### config.mk
export PLATFORM = sky130hd
export DESIGN_NAME = hsu_ram
export DESIGN_NICKNAME = d
export VERILOG_FILES = /design/src/rtl/core/hsu_ram.sv
export SDC_FILE = /design/constraint.sdc
export NUM_CORES = 2
export LEC_CHECK = 0
export ABC_CLOCK_PERIOD_IN_PS = 8980
export BUFFER_PORTS_ARGS = -buffer_cell sky130_fd_sc_hd__buf_2
export CORE_ASPECT_RATIO = 1.2
export CORE_MARGIN = 8
export CORE_UTILIZATION = 40
export DETAILED_ROUTE_END_ITERATION = 12
export GPL_TIMING_DRIVEN = 1
export PLACE_DENSITY = 0.62
export SLEW_MARGIN = 30
export SYNTH_ARGS = -nofsm -noshare
export SYNTH_HDL_FRONTEND = slang
export SYNTH_SLANG_ARGS = --single-unit
### constraint.sdc
create_clock -name clk -period 8.98 [get_ports clk]
set_input_delay 0.449 -clock clk [delete_from_list [all_inputs] [get_ports clk]]
set_output_delay 0.449 -clock clk [all_outputs]
set_load 0.02 [all_outputs]
### src/rtl/core/hsu_ram.sv
`default_nettype none
module hsu_ram #(
	parameter int WIDTH = 31,
	parameter int DEPTH = 92,
	parameter int AW    = $clog2(DEPTH)
) (
	input  wire logic             clk,
	input  wire logic             we,
	input  wire logic [AW-1:0]    waddr,
	input  wire logic [WIDTH-1:0] wdata,
	input  wire logic [AW-1:0]    raddr,
	output logic      [WIDTH-1:0] rdata
);

	logic [WIDTH-1:0] mem [DEPTH];

	always_ff @(posedge clk) begin
		if (we) begin
			mem[waddr] <= wdata;
		end
		rdata <= mem[raddr];
	end

endmodule
`default_nettype wire

==> results.ini <==
[power]
power_density_nw_per_um2=225
p_leak_nw=38.7
ir_drop_mv=0.211

[cells_and_area]
nFillCells=22533
multi_input_area_sq_um=23100
drive_gt1_frac=0.304
areaGrowthSynthToFinish_pct=14.1
nNetsFinal=5245
register_area_sq_um=86300

[yosys]
ys_warn_count=0
syn_nets=4927
postSynth.asyncResetShare=0
syn_area_sq_um=110000
synth_edf_count=2852
synth-seq-cells=2883
syn_avg_cell_area_sq_um=22.5
ys_seq_area_frac=0.785
ys.flop_type=edfxtp_1
synth_cells=4880
ys_types=53

[timing]
period_minus_slack_ns=3.75
slew_violations=0
fmax_mhz=267
rsz0062_at_grt=no
finalSetupTns_ns=0
worstMarginPinSlew_ns=1.07
period_share=0.418
hold_violations=5
final.setup.worst_slack_ns=5.23
timing.hold.ws_ns=-0.00827
setup_violations=0
clock_skew_ns=0.0677
max_slew_margin=0.277

[clock_network]
cts_num_sinks=2883
cts_max_path_buffers=4
cts_tree=yes
numCtsBuffers=299
cts-root-buf=clkbuf_16
clkSlewWorstSetupHoldPaths_ns=0.06
clk_latency_ns=0.96
htreeDepth=5

[global_routing]
grtUsageTotal=0.211
antenna_found_initial=34
grt_pass1_vias=54757
grt_overflow=0
grt_pass1_wl_mm=435
grt_max_degree=100

[critical_path]
critPathKind=in -> reg
r2r-end=rdata[21]
worstPathRequired_ns=9.74
worst-r2r-cell-count=5
endpoint_kind=register
r2r_start=mem[64][21]
cp_data_arrival_time_ns=4.52
path_max_fanout=87
cp-start-kind=primary input
reg2reg_slack_ns=6.28

[place]
dp_hpwl_mm=175
gp_congestion=0.845
numPortBuffers=77
dp_worst_setup_slack_ns=4.14

[drt]
detail-route-antenna-nets=0
drc_errors=0
drtIter0Drc=7414
vias=54301
wirelength_mm=314
post_drt_via_cell_ratio=6.00
wire_per_inst_um=34.7
dr.pass1.iters=6

[run_status]
status=finished with violations
violations=negative hold slack

[die]
start_util=0.401
coreArea_sq_um=274000
die_area_sq_um=292000
ios=78
die_x_um=495
rows=211
die_y_um=590

[min_path]
hold_path_end=mem[70][13]
hp-class=in -> reg
holdPathStages=1
hold_path.startpoint=wdata[13]

[run]
max_cap_viol_count=0

state kept, by name, indices dropped and copies added, names as in the netlist:
signal and flops:
mem 2852, rdata 31
worst max path at each step:
stage	slack, ns	to	start
floorplan	5.27	mem[64][0]	we
global placement	3.30	rdata[4]	raddr[0]
detailed placement	4.14	rdata[28]	raddr[0]
CTS	5.13	rdata[28]	raddr[0]
global route	4.96	rdata[28]	raddr[0]
finish	5.23	rdata[28]	raddr[0]
layout make-up:
class	count	share of cell area
inverter	2	0.0000598
timing repair buffer	292	0.0187
clock inverter	140	0.0102
multi-input combinational	1720	0.184
clock buffer	377	0.0633
antenna	14	0.000279
sequential	2883	0.688
tap	3621	0.0361
cell usage in the layout, fill, tap and decap left out, types with 51 or more instances in the layout:
cell / count
buf_4: 203
nor3_1: 51
edfxtp_1: 2852
mux4_2: 639
clkinv_1: 53
o21ai_0: 64
mux2_2: 208
mux2i_1: 127
clkbuf_1: 63
nor2_1: 58
clkbuf_16: 301
nand2_1: 52
o22ai_1: 105
a22oi_1: 57
nor2_4: 89
power breakdown:
part / internal, W / leakage [nW] / switching (W)
sequential: 0.0149 / 25.9 / 0.0000672
clock: 0.00691 / 4.52 / 0.00502
combinational: 0.000471 / 8.28 / 0.000948
total: 0.0222 / 38.7 / 0.00604
through the flow:
stage                     std cells  instance area, sq um  total power, W  hold WS, ns  utilization
after global placement         8498                116000          0.0166        0.795        0.422
after detailed placement       8502                116000          0.0166        0.808        0.423
after floorplan                4880                110000          0.0159        0.548            -
final                          9049                125000          0.0283     -0.00827        0.457
after CTS                      9034                125000          0.0284       0.0480        0.457
after global routing           9041                125000          0.0290      0.00154        0.457
what timing repair did:
item                      in CTS  in global routing
hold endpoints to repair     309                  0
hold buffers                  15                  0
buffers inserted               0                  0
resized for setup              0                  0
logic make-up (layout without fill, tap and decap cells):
group / after synthesis / after routing / share of synthesized area
DFF: 2883 / 2883 / 0.785
muxes: 974 / 974 / 0.164
AOI/OAI and AO/OA: 388 / 388 / 0.0239
and+or+nand+nor: 358 / 358 / 0.0150
other: 0 / 14 / 0
buffers and inverters: 277 / 811 / 0.0126
worst max-delay path, stage by stage:
cell and delay [ns]:
buf_8 0.51, buf_12 0.61, buf_4 0.76, mux4_2 0.59, mux2i_1 0.29, nor2_1 0.08
a2111oi_1 0.89, nor3_1 0.11
cell usage after synthesis (2+ instances only):
cell       count  area [sq um]
a2111oi_0      6          52.6
a211oi_1      14           105
a21oi_1       43           215
a221o_1       14           140
a221oi_1      13           114
a22oi_1       57           428
a311o_1        2          20.0
a31oi_1        3          18.8
a32oi_1        3          26.3
and3b_1        2          17.5
buf_1         27           101
buf_2         86           430
buf_4         40           300
buf_6         10           113
clkbuf_1     111           417
dfxtp_1       31           621
edfxtp_1    2852         85600
mux2_2       208          2340
mux2i_1      127          1270
mux4_2       639         14400
nand2_1       53           199
nand2b_1      12          75.1
nand3_1       33           165
nand3b_1       4          30.0
nand4_1        3          18.8
nor2_1       149           559
nor2b_1       25           156
nor3_1        54           270
nor3b_1        2          15.0
nor4_1         7          43.8
o2111ai_1      6          52.6
o211a_1        2          20.0
o211ai_1      11          82.6
o21ai_0       69           345
o221ai_1      13           114
o22a_1         4          35.0
o22ai_1      105           657
o2bb2ai_1      2          17.5
o311ai_1       3          26.3
o31ai_1        2          15.0
o41ai_1       13           114
or2_0          2          12.5
or2_2          5          31.3
or3_1          2          12.5
or3b_2         3          26.3
metal layers:
| layer | GRT usage | vias up | part of all wire |
|---|---|---|---|
| met3 | 0.0449 | 558 | 0.093 |
| met4 | 0.0854 | 10 | 0.043 |
| met1 | 0.275 | 29551 | 0.37 |
| met2 | 0.348 | 2810 | 0.49 |
| met5 | 0 | - | 0.00020 |
| li1 | - | 21372 | - |
Note: power is estimated with default switching activity, not from simulation.
